==> config.mk <==
export PLATFORM = sky130hd
export DESIGN_NAME = wfts_front
export DESIGN_NICKNAME = d
export VERILOG_FILES = /design/src/rtl/core/wfts_pkg.sv /design/src/rtl/core/wfts_front.sv
export SDC_FILE = /design/constraint.sdc
export NUM_CORES = 1
export LEC_CHECK = 0
export ABC_AREA = 0
export ABC_CLOCK_PERIOD_IN_PS = 4470
export BUFFER_PORTS_ARGS = -buffer_cell sky130_fd_sc_hd__buf_4
export CAP_MARGIN = 10
export CORE_AREA = 2 2 133 135
export CTS_BUF_LIST = sky130_fd_sc_hd__clkbuf_4 sky130_fd_sc_hd__clkbuf_8
export DETAILED_ROUTE_END_ITERATION = 16
export DIE_AREA = 0 0 135 137
export PLACE_DENSITY_LB_ADDON = 0.12
export SYNTH_ARGS = -nofsm -noshare
export SYNTH_HDL_FRONTEND = slang
export SYNTH_SLANG_ARGS = --single-unit
==> constraint.sdc <==
create_clock -name clk_i -period 4.47 [get_ports clk_i]
set_input_delay 0.894 -clock clk_i [delete_from_list [all_inputs] [get_ports clk_i]]
set_output_delay 0.894 -clock clk_i [all_outputs]
set_load 0.01 [all_outputs]
==> src/rtl/core/wfts_pkg.sv <==
// shared constants and types for the windowed frame time statistics block
`default_nettype none
package wfts_pkg;

  localparam int unsigned TS_W       = 48;
  localparam int unsigned WARMUP_W   = 16;
  localparam int unsigned WINDOW_W   = 9;
  localparam int unsigned FRAME_W    = 32;
  localparam int unsigned CFG_IDX_W  = 1;
  localparam int unsigned CFG_DATA_W = 16;
  localparam int unsigned COUNT_W    = 9;
  localparam int unsigned TICKS_W    = 32;
  localparam int unsigned MEDIAN_W   = 33;

  // floor(n / 20) as (n * P95_RECIP) >> P95_SHIFT, exact for n up to 4096
  localparam int unsigned P95_RECIP  = 3277;
  localparam int unsigned P95_RECIP_W = 12;
  localparam int unsigned P95_SHIFT  = 16;

  typedef enum logic [CFG_IDX_W-1:0] {
    CFG_WARMUP = 1'b0,
    CFG_WINDOW = 1'b1
  } wfts_cfg_e;

  typedef struct packed {
    logic measure;
    logic store;
  } wfts_cmd_flags_t;

endpackage
`default_nettype wire

==> src/rtl/core/wfts_front.sv <==
// front end: boundary latch, duration, frame numbering, warmup and window decode
`default_nettype none
module wfts_front import wfts_pkg::*; #(
  parameter int unsigned DEPTH          = 256,
  parameter int unsigned DURATION_WIDTH = 32,
  parameter int unsigned CW             = $clog2(DEPTH + 1)
) (
  input  wire logic                      clk_i,
  input  wire logic                      rst_ni,
  input  wire logic                      cfg_we_i,
  input  wire logic [CFG_IDX_W-1:0]      cfg_idx_i,
  input  wire logic [CFG_DATA_W-1:0]     cfg_data_i,
  input  wire logic                      accept_i,
  input  wire logic [TS_W-1:0]           timestamp_i,
  output wfts_cmd_flags_t                flags_o,
  output logic [CW-1:0]                  win_o,
  output logic [DURATION_WIDTH-1:0]      dur_o
);

  logic                have_q, have_d;
  logic [TS_W-1:0]     last_q, last_d;
  logic [FRAME_W-1:0]  frame_q, frame_d;
  logic [WARMUP_W-1:0] warmup_q, warmup_d;
  logic [WINDOW_W-1:0] window_q, window_d;
  logic [TS_W-1:0]     diff;

  always_comb begin
    diff = timestamp_i - last_q;
    if ((diff >> DURATION_WIDTH) != '0) begin
      dur_o = '1;
    end else begin
      dur_o = DURATION_WIDTH'(diff);
    end
    if (window_q == '0 || 32'(window_q) > 32'(DEPTH)) begin
      win_o = CW'(DEPTH);
    end else begin
      win_o = CW'(window_q);
    end
    flags_o.measure = have_q;
    flags_o.store   = have_q && (frame_q >= FRAME_W'(warmup_q));
  end

  always_comb begin
    have_d   = have_q;
    last_d   = last_q;
    frame_d  = frame_q;
    warmup_d = warmup_q;
    window_d = window_q;
    if (accept_i) begin
      have_d = 1'b1;
      last_d = timestamp_i;
      if (have_q && frame_q != '1) begin
        frame_d = frame_q + 1'b1;
      end
    end
    if (cfg_we_i) begin
      case (wfts_cfg_e'(cfg_idx_i))
        CFG_WARMUP: warmup_d = WARMUP_W'(cfg_data_i);
        CFG_WINDOW: window_d = WINDOW_W'(cfg_data_i);
        default: ;
      endcase
    end
  end

  always_ff @(posedge clk_i or negedge rst_ni) begin
    if (!rst_ni) begin
      have_q   <= 1'b0;
      last_q   <= '0;
      frame_q  <= '0;
      warmup_q <= '0;
      window_q <= '0;
    end else begin
      have_q   <= have_d;
      last_q   <= last_d;
      frame_q  <= frame_d;
      warmup_q <= warmup_d;
      window_q <= window_d;
    end
  end

endmodule
`default_nettype wire

; Word-level counts from Yosys, hierarchy flattened
; Cells that the tools add are included.
[totals]
reg_bits = 106
in_bits = 69
wordCells = 21
[op_classes]
addsub = 2
magnitude_cmp = 2
n_eq_ne = 1
muxes = 2
n_bitwise = 1
reduce_logical = 8
[ops]
columns = operator, n
row1 = 48-bit nonzero test, 1
row2 = 48-bit subtractor, 1
row3 = 32-bit by 1-bit adder with 32-bit output (second input constant), 1
row4 = 32-bit by 16-bit >= comparator with 1-bit output, 1
row5 = 32-bit 2-to-1 mux, 1
row6 = 32-bit inequality test (second input constant), 1
row7 = 9-bit greater-than comparator (second input constant), 1
row8 = 9-bit zero test, 1
row9 = 9-bit 2-to-1 mux, 1
row10 = 2-bit AND reduction, 3
row11 = 1-bit logical AND, 2
row12 = 1-bit logical OR, 1
row13 = 1-bit NOT, 1

; Depth between registers and ports, before layout
; Gate-level depths: netlist (run 1).
[depth]
word_depth = 3
ltp_mapped = 13
mapped_depth_nobuf = 12

; Worst setup path after synthesis (run 1)
; Ideal clock, no wire load.
[synth_path]
path_type = input -> output
start = input timestamp_i[43]
end = output dur_o[1]
arrival_time_ns = 3.572
required_ns = 3.576
slack_ns = 0.004
stages = 12
path_buffers = 2
cell_sequence = ha_1 buf_6 a21o_1 a21o_1 a32o_1 or3_1 or4b_1 o211ai_2 o2111ai_2 nor4_4 buf_6 nand4_2
[synth_between]
elab_chain_cells = 3
[synth_rtl]
columns = element, line_no
row1 = from (decl), wfts_front.sv:14  ; input wire logic [TS_W-1:0] timestamp_i,
row2 = 48-bit subtractor, wfts_front.sv:28  ; diff = timestamp_i - last_q;
row3 = 48-bit nonzero test, wfts_front.sv:29  ; if ((diff >> DURATION_WIDTH) != '0) begin
row4 = 32-bit 2-to-1 mux, wfts_front.sv:29
row5 = to (decl), wfts_front.sv:17  ; output logic [DURATION_WIDTH-1:0] dur_o
; No other way between the ends.

; Worst setup path after layout (run 1)
[layout_path]
start = input timestamp_i[6]
end = output dur_o[13]
[layout_between]
elab_chain_cells = 3
[layout_rtl]
columns = element, line_no
row1 = 48-bit subtractor (*), wfts_front.sv:28
row2 = 48-bit nonzero test, wfts_front.sv:29
row3 = 32-bit 2-to-1 mux (*), wfts_front.sv:29
; Mark *: on every way between the ends. The rest lies on a longest branch, timed or not.

==> run summary, run 1 <==
The run gives 34.7% as the tightest slew margin relative to the limit. The flip-flop and latch count after synthesis came out at 106. Static timing analysis puts the maximum clock frequency at 210 MHz. For the final hold violation count, the log shows 0. The final reports fail on negative setup slack. The DRC marker count from the first detailed-route iteration was 468; the power density over cell area was 288 nW/um^2. The final HPWL from detailed placement came out at 18.1 mm. Across all layers, the routed design uses 8298 vias.

The tools report the leakage component of the power as 5.57 nW. In this run the worst setup path begins at timestamp_i[6]. The path depth of the worst reg2reg path is 9.

The most common library cell in the layout ignoring fill and taps was buf_4. The iteration count of the initial detailed-routing pass was 6; the minimum setup slack in the final design was -0.297 ns. By area the synthesized netlist is led by dfrtp_1, ha_1, nand2_1. The post-synthesis sequential area ratio is 31.8%. Routability-driven placement finished with a final weighted congestion of 0.884. The via count of the first global-routing pass is 8068. The core region is 17100 sq um.

The die covers 18500 sq um. The worst setup path is of the in -> out kind. Entering global routing, the biggest net connects 96 pins. Counting every net in the synthesized netlist gives 1117. The H-tree depth was 3; the detail-routed via count per cell was 5.58. The largest fanout of any net on the critical path was 8. The final critical path takes up 107% of the cycle. The area added between synthesis and finish is 43.7%, and the number of enable-type register cells in the synthesized netlist is 0.

Summing every instance area after synthesis gives 8350 sq um. The root buffer cell chosen for the clock tree is clkbuf_8. The tools report the wire length of the first global-routing pass as 38.7 mm. Signal routing reaches up to met5. The synthesized design spends more area on one cell type than any other, namely dfrtp_1. The average instance in the mapped netlist occupies 8.50 sq um.

In the synthesized netlist the dominant register cell turns out to be dfrtp_1. The library cells used most frequently in the layout, excluding fill and tap cells, are buf_4, nand2_1, dfrtp_1. The tools report the clock insertion delay at the later pin of the skew report as 0.39 ns.

Setup repair after global routing could not meet its margin everywhere. STA puts the critical path data required time at 3.58 ns. After detailed routing, the met2 layer carries 12.5 mm of wire. For the worst setup path, the data arrival time is 3.87 ns. In this run, distinct cell masters in the synthesized netlist total 74.

The DRC violation count after routing is 0, and the total congestion overflow after global routing is 0. The tightest min-delay check is of the reg -> reg type. In this run, post-CTS hold repair placed 0 buffers. Setup violations remaining at the end of the flow were counted as 32. The number of clock buffers added by TritonCTS is 9.

Clock-pin slew was measured on the worst setup and hold paths at 0.10 ns. The tools report the total number of placement rows as 48. The tree built by TritonCTS fans out to 106 sinks. The count of nets left with antenna violations once routing finished came out at 0.

The maximum clock insertion buffer count came out at 2. Across the run, the number of max-cap violations was 0. In the final routed layout, each cell accounts on average for 16.9 microns. After the flow finishes, the layout carries non-filler instances totaling 1488. For this run, the post-layout net count is 1393. The horizontal die dimension was 135 microns; the met3 routed wirelength was 1.13 mm. The count of buffers added on input and output ports is 111. During I/O placement, the number of pins put on the boundary was 112.

The worst path needs 4.77 ns of the cycle, external delays included. The worst setup path is launched from an input port. The run finished, with violations left. For the number of antenna violations at the first check in global routing, the log shows 1. Launch instance of the worst register-to-register path: frame_q[7]. Depth of the worst hold-timing path: 1. Of all flip-flops after synthesis, the portion carrying an async set or reset was 100%.

Of the cells placed in the final design, the portion with a size suffix greater than 1 is 38.8%. Of the post-synthesis cell area, the dominant cell type holds 31.8%. The tools report the beginning of the worst hold path as frame_q[11]. The detailed router put a total of 10.6 mm of wire on met1. The run gives 0.00770 ns as the post-route clock skew. Including well taps, the total number of placed cells is 1451. In this run the vertical extent of the chip is 137 microns.

TritonCTS built the clock tree. The tools report the overall routing resource usage as 26.2%. The critical path capture point type is an output pin. The number of antenna diodes is 0, and the transition time at the pin with the least slew margin is 0.975 ns.

Before CTS, the worst setup slack after placement is -0.544 ns. The tools report the cell count after synthesis as 982. The initial utilization of the core area, before any placement, comes to 49.0%. The run gives 0 as the yosys synthesis warning count.

The max-slew violation count is 0, and the worst ir drop on vdd is 172 uV. After detailed routing, the total wire length is 25.1 mm.
final timing paths:
| check | to | slack, ns |
|---|---|---|
| max | dur_o[13] | -0.30 |
| min | frame_q[11] | 0.50 |
| max reg2reg | frame_q[26] | 1.55 |
| min reg2reg | frame_q[11] | 0.50 |
| max in group asynchronous | warmup_q[0] | 3.05 |
| min in group asynchronous | frame_q[25] | 0.62 |
state kept, by name, summed over array words and instances (netlist names):
name      flops
last_q       48
frame_q      32
warmup_q     16
window_q      9
have_q        1
layer usage:
| metal | GRT usage (%) | vias to the layer above |
|---|---|---|
| met4 | 9.26 | 2 |
| met2 | 45.9 | 247 |
| met3 | 3.22 | 63 |
| met5 | 0 | - |
| li1 | - | 4024 |
| met1 | 33.5 | 3962 |
per-stage QoR:
stage	TNS, ns	area [sq um]	total power, W	util [%]	hold slack, ns
2_1_floorplan	0	8350	0.00197	-	0.460
3_3_place_gp	-15.03	10600	0.00254	62.1	0.481
3_5_place_dp	-16.29	10600	0.00256	62.1	0.489
4_1_cts	-4.32	11500	0.00336	67.5	0.506
5_1_grt	-10.87	12000	0.00366	70.3	0.533
6_report	-8.05	12000	0.00345	70.3	0.501
where the power goes:
part	internal (W)	switching, W
Combinational	0.000779	0.000891
Sequential	0.00106	0.0000628
Clock	0.000274	0.000390
area by class of cell:
type / count / area [sq um]
tap: 225 / 282
fill: 1341 / 5060
clock inverter: 7 / 92.6
timing repair buffer: 307 / 2620
multi-input combinational: 754 / 5920
clock buffer: 9 / 124
inverter: 80 / 303
sequential: 106 / 2650
synthesized netlist by cell type (all sizes together), types with 10 or more instances:
cell / n
nand2: 137
o21ai: 107
dfrtp: 106
inv: 80
ha: 65
a21oi: 62
nand4: 54
nor2: 46
xnor2: 43
nand3: 24
xor2: 24
a21o: 22
buf: 21
clkbuf: 21
nor3: 17
nor2b: 14
mux2: 13
o21a: 11
and3: 10
nand2b: 10
timing repair:
item                                    4_1_cts  5_1_grt
buffers inserted                              8        6
cloned                                        4        3
pin swaps                                    25       21
endpoints found under the setup margin       32       32
endpoints found under the hold margin         0        0
resized for setup                           109       66
worst max-delay path: stages:
cell and delay (ns):
buf_6 0.10, ha_4 0.22, a21o_1 0.20, a2111oi_4 0.47, nor3_2 0.12, o311ai_1 0.29
buf_4 0.17, o211ai_1 0.08, buf_4 0.17, a21oi_4 0.14, xnor2_2 0.11, a2111oi_4 0.26
buf_4 0.23, clkbuf_16 0.18, nand4_2 0.09, buf_6 0.14
logic make-up (layout without fill, tap and decap cells):
| logic type | count (synthesis) | count (layout) | synth area share, % |
|---|---|---|---|
| and+or+nand+nor | 341 | 341 | 22.4 |
| buffers and inverters | 122 | 403 | 6.46 |
| muxes | 15 | 15 | 1.99 |
| DFF | 106 | 106 | 31.8 |
| AOI/OAI and AO/OA | 265 | 265 | 20.3 |
| xor gates and xnor gates | 67 | 67 | 7.12 |
| adders and majority gates | 66 | 66 | 9.98 |
(Power assumes the default switching activity.)
==> run 2, diff against run 1 <==
ABC_CLOCK_PERIOD_IN_PS = 4600   (was 4470)
clock period = 4.6 ns   (was 4.47 ns; I/O delays follow)
==> run 2 against run 1 <==
Against the previous run: the run still ends with negative setup slack left; hold slack lost 0.0071 ns; combinational power is essentially flat; sequential power is essentially flat; register-to-register slack gained 0.05 ns; critical path depth grew 3; total power shrank 3.9%; die area is the same; final cell count shrank 1.1%; sequential share of layout area grew 0.062 points; via count grew 0.22%; highest routed layer is now met4.
==> run summary, run 2 (synthesis results as in run 1) <==
The flow ran to the end, but the final reports show violations. The checks that failed: negative setup slack. The transition time at the pin with the least slew margin was 0.991 ns (+0.0159 ns). Overall routing resource usage: 28.0% (+1.8 points). The setup path with the least slack is of type in -> out. Post-CTS clock slew at the launch and capture registers of the worst setup and hold paths: 0.10 ns (about the same).

The final HPWL from detailed placement came out at 17.9 mm (-1.3%). Iteration count of the initial detailed-routing pass: 5 (-1). The detail-routed via count per cell was 5.65 (+1.3%). The power density over cell area came out at 278 nW/um^2 (-3.6%).

The DRC marker count from the first detailed-route iteration is 489 (+4.5%), and the number of antenna violations at the first check in global routing is 0 (-1). The total congestion overflow after global routing was 0 (unchanged). The number of clock buffers inserted by TritonCTS came out at 9 (unchanged). TritonCTS built the clock tree. The final worst-path cycle share was 106%. For the area of the core region, the log shows 17100 sq um (unchanged). Sort of element at the start of the critical path: an input port. Compared with the post-synthesis result, the final layout area differs by 43.2%. The final design area excluding fillers came out at 12000 sq um (-0.28%). The final weighted congestion in routability-driven placement came out at 0.957 (+8.2%). For the max capacitance violation total, the log shows 0 (unchanged).

The DRC violation count after routing came out at 0 (unchanged). The minimum setup slack in the final design came out at -0.296 ns (+0.00134 ns). The post-route total power was 0.00332 W (-3.9%).

The mean routed wirelength per cell was 17.3 microns (+2.6%); the area of the die was 18500 sq um (unchanged). The number of primary I/O pins came out at 112 (unchanged). The worst setup path is captured at an output pin. The largest fanout of any net on the critical path was 6 (-2). The number of antenna diodes was 0 (unchanged); the number of flip-flops in the largest register was 48 (unchanged). The share of final-layout standard cells stronger than drive strength 1 is 37.5% (-1.3 points), and the vias after detailed routing is 8316 (+0.22%). The tools report the pre-CTS setup slack as -0.439 ns (+0.105 ns). Setup repair after global routing could not meet its margin everywhere. The logs give 5.58 nW (+0.22%) for the leakage component of the power and 96 (unchanged) for the largest net degree at the start of global routing. The worst hold path belongs to the class in -> async.

The die extent in y is 137 microns (unchanged), and the number of nets with antenna violations after routing is 0 (unchanged). The largest registers in the layout are last_q (48), frame_q (32), warmup_q (16). Leaving out fill and tap cells, the most frequent cell in the layout is buf_4. The run gives 10400 sq um (-1.7%) as the cell area after placement.

The logs give 0.41 ns (+0.02 ns) for the clock insertion delay at the later pin of the skew report and 48 (unchanged) for the total number of placement rows. The via count of the first global-routing pass came out at 8330 (+3.2%). Count of port buffers added during placement: 111 (unchanged).

The tools report the max-slew violation count as 0 (unchanged). The layout net count came out at 1377 (-1.1%). The tools report the worst endpoint data arrival time as 3.98 ns (+0.11 ns). In the layout the commonest cells are buf_4, nand2_1, dfrtp_1. Cts-stage hold buffer count: 0 (unchanged). The horizontal die dimension works out to 135 microns (unchanged). The tools report the initial core utilization as 49.0% (unchanged).

The clock period minus final worst setup slack works out to 4.90 ns. The final hold violation count is 0 (unchanged). The fmax is 204 MHz.

Post-route clock skew: 0.0139 ns (+0.00624 ns). The run gives 32 (unchanged) as the final number of setup-violating endpoints. The tools report the sink count of the clock tree as 106 (unchanged). The required time of the critical path is 3.68 ns (+0.10 ns). The top register by number of flip-flops was last_q. The tools report the H-tree depth as 3 (unchanged). The wire length of the first global-routing pass is 41.1 mm (+6.1%), and the worst ir drop on vdd is 161 uV (-6.7%). Tightest hold margin: 0.494 ns (-0.00707 ns).

The CTS root buffer is clkbuf_8. For the maximum clock insertion buffer count, the log shows 2 (unchanged). The tightest slew margin relative to the limit was 33.7% (-1.1 points); the final routed wirelength across all metal layers was 25.5 mm (+1.5%).
## run 2: changes by cell type in the layout (fill, tap and decap cells not counted), moves of 3 or more
cell | previous run | this run
buf_4 | 260 | 241
nand4_2 | 24 | 8
nand4_4 | 6 | 22
buf_12 | 4 | 9
ha_1 | 41 | 37
a21oi_2 | 20 | 17
clkbuf_16 | 3 | 0
ha_2 | 0 | 3
nor3_1 | 11 | 14
nor3_2 | 6 | 3
## run 2: through the flow
step | setup TNS, ns | utilization [%] | cells
3_3_place_gp | -12.06 | 61.0 | 1427
2_1_floorplan | 0 | - | 982
4_1_cts | -2.27 | 69.6 | 1468
6_report | -7.42 | 70.1 | 1472
5_1_grt | -10.63 | 70.1 | 1472
3_5_place_dp | -13.16 | 61.0 | 1427
## run 2: path summary, 6_finish.rpt
| kind | from | end | slack [ns] | depth (start not counted) |
|---|---|---|---|---|
| hold / removal | rst_ni | frame_q[26] | 0.49 | 1 |
| setup / recovery | timestamp_i[0] | dur_o[0] | -0.30 | 19 |
| max in group asynchronous | rst_ni | frame_q[10] | 3.23 | 2 |
| setup reg to reg | frame_q[7] | frame_q[26] | 1.60 | 9 |
| hold reg to reg | frame_q[11] | frame_q[11] | 0.50 | 1 |
| min in group clk_i | frame_q[11] | frame_q[11] | 0.50 | 1 |
## run 2: repair_timing
| item | in CTS | in global routing |
|---|---|---|
| buffers inserted | 19 | 8 |
| pin swaps | 65 | 35 |
| endpoints found under the setup margin | 32 | 32 |
| gates resized for setup | 170 | 19 |
| cloned | 6 | 0 |
## run 2: per-layer routing
metal,track usage [%],up-vias,wire length [microns]
met5,0,-,0
met4,12.5,0,765
met3,3.33,58,1380
met2,49.3,276,12500
met1,34.4,3978,10800
li1,-,4004,-
## run 2: worst max-delay path, cell delays in order
cell and delay, ns:
buf_8 0.08, inv_4 0.03, ha_4 0.15, fa_2 0.33, nand2b_4 0.16, a21oi_4 0.23
buf_4 0.16, o2111ai_2 0.14, a21oi_2 0.24, o211a_1 0.25, buf_4 0.15, a221oi_4 0.06
xnor2_2 0.17, nor4_4 0.17, buf_6 0.17, buf_12 0.13, buf_12 0.14, nand4_1 0.11
buf_4 0.17
## run 2: area by class of cell
cell class	count	area (sq um)
Clock inverter	7	68.8
Timing Repair Buffer	291	2490
Sequential cell	106	2650
Tap cell	225	282
Inverter	80	303
Fill cell	1349	5100
Clock buffer	9	124
Multi-Input combinational cell	754	6040
## run 2: report_power, final
group	leakage [nW]	switching, W	internal (W)
Combinational	4.16	0.000907	0.000739
Sequential	1.33	0.0000604	0.00103
Clock	0.0911	0.000377	0.000210
Total	5.58	0.00134	0.00198
