### src/rtl/core/wfts_cmd_fifo.sv
// two entry command queue between front and back
`default_nettype none
module wfts_cmd_fifo #(
  parameter int unsigned WIDTH = 8
) (
  input  wire logic             clk_i,
  input  wire logic             rst_ni,
  input  wire logic             push_i,
  input  wire logic [WIDTH-1:0] data_i,
  output logic                  full_o,
  input  wire logic             pop_i,
  output logic                  empty_o,
  output logic [WIDTH-1:0]      data_o
);

  logic [WIDTH-1:0] mem_q [2];
  logic             wr_q, rd_q;
  logic [1:0]       cnt_q;

  assign full_o  = cnt_q == 2'd2;
  assign empty_o = cnt_q == 2'd0;
  assign data_o  = mem_q[rd_q];

  always_ff @(posedge clk_i) begin
    if (push_i && !full_o) begin
      mem_q[wr_q] <= data_i;
    end
  end

  always_ff @(posedge clk_i or negedge rst_ni) begin
    if (!rst_ni) begin
      wr_q  <= 1'b0;
      rd_q  <= 1'b0;
      cnt_q <= 2'd0;
    end else begin
      if (push_i && !full_o) begin
        wr_q <= !wr_q;
      end
      if (pop_i && !empty_o) begin
        rd_q <= !rd_q;
      end
      cnt_q <= cnt_q + 2'((push_i && !full_o) ? 1 : 0) - 2'((pop_i && !empty_o) ? 1 : 0);
    end
  end

endmodule
`default_nettype wire

### config.mk
export PLATFORM = sky130hd
export DESIGN_NAME = wfts_cmd_fifo
export DESIGN_NICKNAME = d
export VERILOG_FILES = /design/src/rtl/core/wfts_cmd_fifo.sv
export SDC_FILE = /design/constraint.sdc
export NUM_CORES = 1
export LEC_CHECK = 0
export BUFFER_PORTS_ARGS = -buffer_cell sky130_fd_sc_hd__buf_2
export CAP_MARGIN = 20
export CORE_MARGIN = 2
export CORE_UTILIZATION = 52
export CTS_CLUSTER_DIAMETER = 30
export DETAILED_ROUTE_END_ITERATION = 7
export GPL_ROUTABILITY_DRIVEN = 0
export PLACE_DENSITY_LB_ADDON = 0.3
export SLEW_MARGIN = 0
export SYNTH_ARGS = -nofsm -noshare
export SYNTH_HDL_FRONTEND = slang
export SYNTH_SLANG_ARGS = --single-unit
### constraint.sdc
create_clock -name clk_i -period 3.07 [get_ports clk_i]
set_input_delay 0.307 -clock clk_i [delete_from_list [all_inputs] [get_ports clk_i]]
set_output_delay 0.307 -clock clk_i [all_outputs]
set_load 0.02 [all_outputs]
== Yosys cells after proc, flatten, opt, wreduce, memory -nomap -nowiden ==
Memory sizes are Yosys's and may differ from the RTL's.
Index checks and enable logic that the tools add are counted.
Word-level totals
  flip-flop bits (word level): 4
  output and inout port bits: 10
  input port bits: 12
  bits in writable memories: 16
  memories kept: 1
  word-level logic and storage cells: 18
Cells by class
  eq/ne operators: 1
  mux-type cells: 4
  $add $sub $neg: 2
  reduce and logical (&&, ||, !) cells: 7
Memory list
  mem_q: words 2, width 8, rd ports 1, clocked after Yosys merged registers in 0, wr ports 1, RTL line 16  | logic [WIDTH-1:0] mem_q [2];
Operator list (number)
  $logic_not A1 Y1: 4
  $mux W1: 4
  $add A2 B1 Y2: 1
  $eq A2 B2 Y1 const B: 1
  $logic_and A1 B1 Y1: 2
  $logic_not A2 Y1: 1
  $sub A2 B1 Y2: 1

== Logic depth before layout (Yosys ltp) ==
Gate-level depths: netlist of the first run.
  depth in word-level cells: 6
  mapped depth: 7

== Worst setup path before layout of the first run ==
No wires, ideal clock.
  kind: register -> register
  start: reg cnt_q[1]
  end: reg cnt_q[1]
  arrival time: 1.577 ns
  data required time: 2.947 ns
  library setup time: 0.123 ns
  stages on the path, launching flop included: 8
  path slack: 1.371 ns
  buffers on the path: 0
  path through: dfrtp_1 -> nor2_1 -> nor2b_2 -> ha_1 -> inv_1 -> ha_1 -> xnor2_1 -> xnor2_1
Between the ends
  elaborated cells on any way between the ends: 10
  classes of those cells: add/sub (2); eq/ne (1); mux (2); reduce/logical (5)
RTL lines
  start: declaration: RTL line 18  | logic [1:0] cnt_q;
  start signal: assignment: RTL line 42  | cnt_q <= cnt_q + 2'((push_i && !full_o) ? 1 : 0) - 2'((pop_i && !empty_o) ? 1 : 0);
  $logic_not A2 Y1: RTL line 21  | assign empty_o = cnt_q == 2'd0;
  via empty_o: RTL line 12  | output logic empty_o,
  $logic_not A1 Y1: RTL line 42
  $logic_and A1 B1 Y1: RTL line 42
  $mux W1: RTL line 42
  $sub A2 B1 Y2: RTL line 42
The timed path passes the listed nets, and every way through them passes these cells.
A chain may end at the register's enable or synchronous reset.

== Worst setup path after layout of the first run ==
  start: reg rd_q
  end: out data_o[6]
Between the ends
  cells in the longest elaborated chain, start to end: 1
Ends and longest elaborated chain
  start: declaration: RTL line 17  | logic wr_q, rd_q;
  start signal: assignment: RTL line 40  | rd_q <= !rd_q;
  $mem_v2 Z2 W8
  end: declaration: RTL line 13  | output logic [WIDTH-1:0] data_o
No other way between the ends.

==> impl_metrics.toml, run 1 <==
[layout]
drive_gt1_share_pct = 48.53
multi_input_area_um2 = 182.7
design_area_um2 = 930.9
final_net_count = 83
area.sequential_um2 = 580.6
fillCellCount = 100
antenna_cells = 0
areaGrowthSynthToFinish_pct = 20.00

[synth]
yosysWarnings = 0
synth_area_um2 = 775.7
avgSynthCellArea_um2 = 18.04
ys_seq_elements = 20
yosys.cell_types.count = 13
netlist_instances = 43
syn_nets = 57
ys_seq_area_share_pct = 74.84

[global_route]
grt_pass1_wl_mm = 1.704
overflow = 0
antenna_found_initial = 0
grt_pass1_vias = 403
grt_use_total_pct = 12.69
grt_max_degree = 12

[die]
start_util_pct = 57.46
pin_count = 22
dieArea_um2 = 1817
core_area_um2 = 1350
fp.dieW_um = 42.63
die_h_um = 42.63
std_cell_rows = 13

[detailed_routing]
drt-vias-per-instance = 4.976
route.detailed.wl_per_inst_um = 12.47
finalWirelength_mm = 1.035
vias = 413
first_iter_violations = 0
first_pass_iters = 1
drcViolationCount = 0
detail-route-antenna-nets = 0

[cts]
cts_tree = "built"
cts_buffers = 3
htreeDepth = 1
clk_path_buf_depth = 2
clkLatencyLatePin_ns = 0.28
cts_sinks = 20
clk_pin_slew_worst_paths_ns = 0.10
root_buffer = "clkbuf_4"
cts.repair.resized = 0

[worst_setup_path]
required_ns = 2.76
crit_arrival_ns = 1.42
cp_max_fo = 9
crit_type = "flop to output port"
cp-end-kind = "output port"
crit_path_start_kind = "flop"

[sta]
fmaxAchievable_mhz = 580.1
setup_viol = 0
max_slew_margin_pct = 56.56
fin_skew_ns = 0.001902
drv_slew = 0
hold_viol = 0
period_share_pct = 56.16
fin_crit_ns = 1.724
grt_setup_unrepaired = "no"
worst_pin_slew_ns = 0.6492
finalSetupTns_ns = 0

[outcome]
outcome = "complete, no violations"

[power]
swShare_pct = 34.27
combPwrFrac_pct = 37.2
p_int_uw = 570.7
switching_power_uw = 297.5
peakVddDrop_mv = 0.6067
power_density_nw_per_um2 = 932.7
p_leak_nw = 0.3883
p_total_uw = 868.2
p_seq_share_pct = 49.3
p_clk_share_pct = 13.5

[flow_run]
drv_cap = 0

[place]
placed_cell_area_um2 = 894.6
io_buffers = 21

[hold_path]
hp-class = "primary input to flop"
[cell type report]
cell class	instances	area share, %
clock buffers	3	2.419
flip-flops and latches	20	62.37
well taps	15	2.016
clock inverters	1	0.4032
inverters	2	0.8065
multi-input cells	20	19.62
repair buffers	22	12.37
[layer usage]
metal / up-vias / global-route usage (%) / share of wire, %
met5: - / 0 / 0
met4: 0 / 2.500 / 0
met3: 0 / 4.741 / 5.1
met2: 11 / 23.94 / 54
met1: 200 / 13.12 / 40
li1: 202 / - / -
[Yosys cell counts (all sizes together)]
library cell / n / area share, %
inv: 2 / 0.97
nand2b: 1 / 0.81
buf: 1 / 0.64
nor2: 2 / 0.97
and3: 1 / 0.81
nor2b: 1 / 1.1
ha: 2 / 3.2
edfxtp: 16 / 62
xor2: 1 / 1.1
nand2: 1 / 0.48
xnor2: 3 / 3.4
mux2: 8 / 12
dfrtp: 4 / 13
[critical path, stage by stage (launching register included)]
cell	delay (ns)
dfrtp_1	0.58
mux2_2	0.39
buf_2	0.16
[worst paths after layout]
| kind | startpoint | to | slack, ns | depth (start not counted) |
|---|---|---|---|---|
| setup / recovery | rd_q | data_o[6] | 1.35 | 2 |
| hold / removal | data_i[4] | mem_q[0][4] | 0.20 | 1 |
| setup reg to reg | cnt_q[0] | cnt_q[1] | 1.54 | 7 |
| hold reg to reg | cnt_q[1] | cnt_q[1] | 0.50 | 1 |
| max in group asynchronous | rst_ni | cnt_q[0] | 2.58 | 2 |
| min in group asynchronous | rst_ni | rd_q | 0.37 | 2 |
[stage by stage]
step | instances | hold WS, ns | setup WS [ns] | utilization [%]
2_1_floorplan | 43 | 0.01141 | 1.371 | -
3_3_place_gp | 78 | 0.1187 | 1.549 | 66.27
3_5_place_dp | 78 | 0.1185 | 1.553 | 66.27
4_1_cts | 83 | 0.2002 | 1.334 | 68.95
5_1_grt | 83 | 0.1899 | 1.287 | 68.95
6_report | 83 | 0.2043 | 1.346 | 68.95
[power groups by stage]
stage,logic [mW],clock network (mW),registers [mW]
final,0.323,0.117,0.428
after floorplan,0.265,0,0.406
after global placement,0.322,0,0.433
after global routing,0.354,0.131,0.436
after CTS,0.328,0.120,0.430
after detailed placement,0.326,0,0.436
[state kept, by name, indices dropped and copies added, names as in the netlist]
| register | count |
|---|---|
| cnt_q | 2 |
| mem_q | 16 |
| wr_q | 1 |
| rd_q | 1 |
[cells by family after synthesis]
family / synth area share (%)
multiplexers: 11.61
buffers and inverters: 1.613
XOR/XNOR: 4.517
adder cells (fa/ha/maj): 3.225
AND/OR/NAND/NOR: 4.195
flip-flops: 74.84
[layout by cell type, fill, tap and decap left out]
master	count
mux2_2	8
buf_2	21
xnor2_1	3
dfrtp_1	4
inv_1	2
xor2_1	1
nor2_1	2
ha_1	2
edfxtp_1	16
nor2b_2	1
and3_1	1
nand2b_1	1
clkinv_1	1
dlygate4sd3_1	1
clkbuf_4	3
nand2_1	1
[repair_timing]
item                                    CTS  global route
hold buffers                              1             0
endpoints found under the hold margin     4             0
buffers inserted                          0             0
endpoints found under the setup margin    0             0
(Power assumes the default switching activity.)
==> inputs of run 2 (changes only) <==
- CORE_UTILIZATION: 52 -> 48
- clock period: 3.07 -> 1.7 ns (I/O delays scaled with it)
==> run 2 against run 1 <==
Critical endpoint is now data_o[3]; critical path type unchanged; combinational power rose by 95%; power rose by 110%; die area rose by 7.5%; final area rose by 5.4%; flip-flop and latch count did not move; hold slack got worse by 0.15 ns; non-clock buffer count rose by 2.
==> impl_metrics.toml, run 2 (same netlist as run 1, synthesis figures left out) <==
[die]
start_util_pct = 51.50
fp.dieW_um = 44.20
core_area_um2 = 1506
dieArea_um2 = 1954
std_cell_rows = 14
pin_count = 22
die_h_um = 44.20

[cts]
clkLatencyLatePin_ns = 0.30
htreeDepth = 1
clk_pin_slew_worst_paths_ns = 0.11
postCtsSetupRepairBufs = 0
cts_sinks = 20
clk_path_buf_depth = 2
root_buffer = "clkbuf_4"
cts_tree = "built"
cts_buffers = 3

[layout]
areaGrowthSynthToFinish_pct = 26.45
final_net_count = 85
reg_top3 = "mem_q (16), cnt_q (2)"
final_core_utilization_pct = 65.12
final_cell_mix = "buf_2, edfxtp_1, mux2_2, dfrtp_1, clkbuf_4"
fillCellCount = 114
top_register = "mem_q"
drive_gt1_share_pct = 52.86
largest_reg_flops = 16
antenna_cells = 0
final_common_cell = "buf_2"

[worst_setup_path]
worstSetupStartpoint = "rd_q"
required_ns = 1.53
critPathBufInv = 1
cp_max_fo = 9
r2r_cells = 7
path_cells = "mux2_2 > buf_2"
critPathCapture = "data_o[3]"
crit_path_start_kind = "flop"
max_stage_delay_ns = 0.58
rr_startpoint = "cnt_q[1]"
cp-end-kind = "output port"
crit_arrival_ns = 1.42
rrSetupSlack_ns = 0.17
critPathTopFamily = "flip-flops"
cp.depth = 2
cp_slowest_cell = "dfrtp_1"
crit_type = "flop to output port"
timing.rr.end = "cnt_q[1]"

[global_route]
overflow = 0
grt_pass1_wl_mm = 1.835
grt_max_degree = 13
grt_use_total_pct = 14.06
grt_pass1_vias = 427
antenna_found_initial = 0

[power]
p_int_mw = 1.218
combPwrFrac_pct = 35.3
swShare_pct = 31.71
p_seq_share_pct = 43.3
p_total_mw = 1.783
switching_power_uw = 565.5
p_clk_share_pct = 21.4
power_density_nw_per_um2 = 1818
peakVddDrop_mv = 1.072
p_leak_nw = 0.4150

[outcome]
outcome = "complete, no violations"

[flow_run]
drv_cap = 0

[detailed_routing]
detail-route-antenna-nets = 0
first_pass_iters = 3
drcViolationCount = 0
drt-vias-per-instance = 5.128
first_iter_violations = 7
finalWirelength_mm = 1.145
route.detailed.wl_per_inst_um = 13.31
vias = 441

[sta]
worst_pin_slew_ns = 0.3899
finalSetupTns_ns = 0
grt_setup_unrepaired = "no"
hold_viol = 0
fmaxAchievable_mhz = 628.7
period_share_pct = 93.57
fin_skew_ns = 0.005733
max_slew_margin_pct = 74.01
setup_viol = 0
fin_crit_ns = 1.591
drv_slew = 0

[hold_path]
min_from = "data_i[3]"
hp-class = "primary input to flop"

[place]
io_buffers = 21
dp_hpwl_um = 803.7
==> run 2: cell types whose count changed in the layout (fill, tap and decap cells not counted) <==
cell       delta
buf_4         +2
bufinv_16     +1
clkinv_1      -1
xnor2_1       -1
xnor2_2       +1
==> run 2: routing by layer <==
| layer | routed length [um] | vias to the layer above | global-route usage [%] |
|---|---|---|---|
| met4 | 36 | 0 | 10.91 |
| met5 | 0 | - | 0 |
| met3 | 42 | 4 | 2.449 |
| met2 | 590 | 12 | 23.53 |
| met1 | 475 | 214 | 15.83 |
| li1 | - | 211 | - |
==> run 2: worst min-delay path by stage <==
stage | slack (ns) | cells after the start | end
3_3_place_gp | -0.02 | 1 | rd_q
5_1_grt | 0.04 | 1 | mem_q[1][2]
4_1_cts | 0.04 | 1 | mem_q[1][3]
6_report | 0.05 | 1 | mem_q[1][3]
2_1_floorplan | -0.13 | 0 | cnt_q[0]
3_5_place_dp | -0.02 | 1 | rd_q
==> run 2: stage by stage <==
| stage | instances | setup WS [ns] | cell area [um^2] | hold WS [ns] |
|---|---|---|---|---|
| 5_1_grt | 86 | 0.03100 | 980.9 | 0.04494 |
| 6_report | 86 | 0.1093 | 980.9 | 0.04959 |
| 2_1_floorplan | 43 | 0.0006322 | 775.7 | -0.1256 |
| 3_3_place_gp | 81 | 0.2041 | 910.9 | -0.01919 |
| 3_5_place_dp | 81 | 0.1892 | 910.9 | -0.01759 |
| 4_1_cts | 86 | 0.06696 | 973.4 | 0.04167 |
==> run 2: repair_timing <==
item                                    in CTS  in global routing
hold buffers                                 1                  0
endpoints found under the setup margin       0                  1
resized for setup                            0                  1
endpoints found under the hold margin        4                  0
==> run 2: area by class of cell <==
class	instances	area [um^2]	share of cell area, %
sequential	20	580.6	59.18
multi-input combinational	20	190.2	19.39
timing repair buffer	24	130.1	13.27
clock inverter	1	30.03	3.061
clock buffer	3	22.52	2.296
tap	16	20.02	2.041
inverter	2	7.507	0.7653
==> run 2: worst reg2reg max path, cell delays in order, from the launching register on <==
cell and delay (ns):
dfrtp_1 0.42, nand2b_1 0.11, nand2_1 0.11, ha_1 0.29
inv_1 0.04, ha_1 0.20, xnor2_2 0.14, xnor2_1 0.12
==> run 2: power groups by stage <==
stage | logic [mW] | registers (mW) | clock network (mW)
after global placement | 0.604 | 0.781 | 0
after CTS | 0.617 | 0.777 | 0.389
after global routing | 0.688 | 0.791 | 0.402
after floorplan | 0.478 | 0.732 | 0
final | 0.630 | 0.771 | 0.382
after detailed placement | 0.613 | 0.789 | 0
==> inputs of run 3 (changes only) <==
--- a/config.mk
+++ b/config.mk
@@ -7,5 +7,4 @@
 export LEC_CHECK = 0
 export BUFFER_PORTS_ARGS = -buffer_cell sky130_fd_sc_hd__buf_2
-export CAP_MARGIN = 20
 export CORE_MARGIN = 2
 export CORE_UTILIZATION = 48
@@ -13,5 +12,5 @@
 export DETAILED_ROUTE_END_ITERATION = 7
 export GPL_ROUTABILITY_DRIVEN = 0
-export PLACE_DENSITY_LB_ADDON = 0.3
+export PLACE_DENSITY = 0.86
 export SLEW_MARGIN = 0
 export SYNTH_ARGS = -nofsm -noshare
==> constraint.sdc (replaced) <==
create_clock -name clk_i -period 1.7 [get_ports clk_i]
set_input_delay 0.17 -clock clk_i [delete_from_list [all_inputs] [get_ports clk_i]]
set_output_delay 0.17 -clock clk_i [all_outputs]
set_load 0.05 [all_outputs]
==> run 3 against run 2 <==
Clock skew about the same; cell count down 1.2%; critical path depth up 5; hold slack better by 0.012 ns; largest cell class unchanged; via count down 5.2%; sequential share of layout area up 2.2 points; worst setup slack better by 0.023 ns.
==> impl_metrics.toml, run 3 (same netlist as run 1, synthesis figures left out) <==
[layout]
final_net_count = 84
antenna_cells = 0
multi_input_area_um2 = 190.2
areaGrowthSynthToFinish_pct = 22.42
final_core_utilization_pct = 63.04
drive_gt1_share_pct = 53.62
final_common_cell = "buf_2"
fillCellCount = 131
final_cell_mix = "buf_2, edfxtp_1, mux2_2, xnor2_1, clkbuf_4"
top_register = "mem_q"
reg_top3 = "mem_q (16), cnt_q (2)"
largest_reg_flops = 16
area.sequential_um2 = 583.1

[cts]
cts_sinks = 20
clkLatencyLatePin_ns = 0.29
postCtsSetupRepairBufs = 0
cts_buffers = 3
cts_tree = "built"
clk_pin_slew_worst_paths_ns = 0.10
root_buffer = "clkbuf_4"
clk_path_buf_depth = 2
htreeDepth = 1

[worst_setup_path]
critPathCapture = "cnt_q[1]"
required_ns = 1.91
worstSetupStartpoint = "cnt_q[0]"
r2r_cells = 7
cp_max_fo = 3
rrSetupSlack_ns = 0.13
crit_type = "flop to flop"
timing.rr.end = "cnt_q[1]"
crit_arrival_ns = 1.78
rr_startpoint = "cnt_q[0]"
cp-end-kind = "flop"
crit_path_start_kind = "flop"

[power]
switching_power_uw = 810.0
power_density_nw_per_um2 = 1962
p_clk_share_pct = 11.4
peakVddDrop_mv = 0.8438
p_seq_share_pct = 42.5
p_leak_nw = 0.3922
swShare_pct = 43.46
p_int_mw = 1.054
combPwrFrac_pct = 46.1

[global_route]
grt_pass1_vias = 396
grt_max_degree = 12
antenna_found_initial = 0
grt_pass1_wl_mm = 1.704
overflow = 0
grt_use_total_pct = 13.26

[die]
std_cell_rows = 14
fp.dieW_um = 44.20
dieArea_um2 = 1954
pin_count = 22
core_area_um2 = 1506
start_util_pct = 51.50
die_h_um = 44.20

[sta]
fin_skew_ns = 0.006076
worst_pin_slew_ns = 0.3850
hold_viol = 0
max_slew_margin_pct = 74.33
timing.final.ws_setup_ns = 0.1321
period_share_pct = 92.23
fmaxAchievable_mhz = 637.8
grt_setup_unrepaired = "no"
finalSetupTns_ns = 0
drv_slew = 0
setup_viol = 0
fin_crit_ns = 1.568

[place]
dp_hpwl_um = 830.4
dp_worst_setup_slack_ns = 0.1417
io_buffers = 21

[flow_run]
drv_cap = 0

[detailed_routing]
route.detailed.wl_per_inst_um = 13.72
first_iter_violations = 8
finalWirelength_mm = 1.166
drt-vias-per-instance = 4.918
vias = 418
drcViolationCount = 0
first_pass_iters = 2
detail-route-antenna-nets = 0

[hold_path]
hp-class = "primary input to flop"
min_path_cells = 1

[outcome]
outcome = "complete, no violations"
## run 3: cell types whose count changed in the layout (fill, tap and decap cells not counted), sizes merged
| cell | change |
|---|---|
| buf | -1 |
| bufinv | -1 |
| clkinv | +1 |
## run 3: worst max-delay path: stages (launching register included)
cell	delay [ns]
dfrtp_1	0.41
nand2b_1	0.16
nand2_1	0.11
ha_1	0.29
inv_1	0.04
ha_1	0.18
xnor2_1	0.17
xnor2_1	0.13
## run 3: layout make-up
cell class / count / share of cell area (%)
Clock buffer: 3 / 2.372
Tap cell: 16 / 2.108
Sequential cell: 20 / 61.40
Inverter: 2 / 0.7905
Timing Repair Buffer: 23 / 12.91
Multi-Input combinational cell: 20 / 20.03
Clock inverter: 1 / 0.3953
## run 3: stage by stage
stage	cell area, um^2	power (mW)	hold slack, ns	std cells
floorplan	783.3	1.484	-0.1256	43
global placement	910.9	1.639	-0.01849	80
detailed placement	910.9	1.664	-0.009355	80
CTS	947.2	1.877	0.05342	85
global route	949.7	1.964	0.03553	85
finish	949.7	1.864	0.06185	85
## run 3: repair_timing
action                                  in CTS  in global routing
gates resized for setup                      0                  2
endpoints found under the setup margin       0                  9
hold buffers                                 1                  0
endpoints found under the hold margin        4                  0
## run 3: layer usage
metal  track usage (%)  wire length (um)  up-vias
met5                 0                 0        -
met4             9.091                19        0
met3             4.898                55        2
met2             21.76               578       13
met1             14.13               512      194
li1                  -                 -      209
## run 3: power by group through the flow
stage	sequential (mW)	clock [mW]	combinational, mW
2_1_floorplan	0.745	0	0.739
3_3_place_gp	0.790	0	0.849
3_5_place_dp	0.799	0	0.864
4_1_cts	0.787	0.222	0.868
5_1_grt	0.808	0.245	0.911
6_report	0.792	0.212	0.859
## run 3: worst min path at each step
stage,start,slack [ns],end
2_1_floorplan,rst_ni,-0.13,cnt_q[0]
3_3_place_gp,rst_ni,-0.02,cnt_q[0]
3_5_place_dp,rst_ni,-0.009,cnt_q[0]
4_1_cts,data_i[4],0.05,mem_q[1][4]
5_1_grt,data_i[7],0.04,mem_q[1][7]
6_report,data_i[1],0.06,mem_q[1][1]
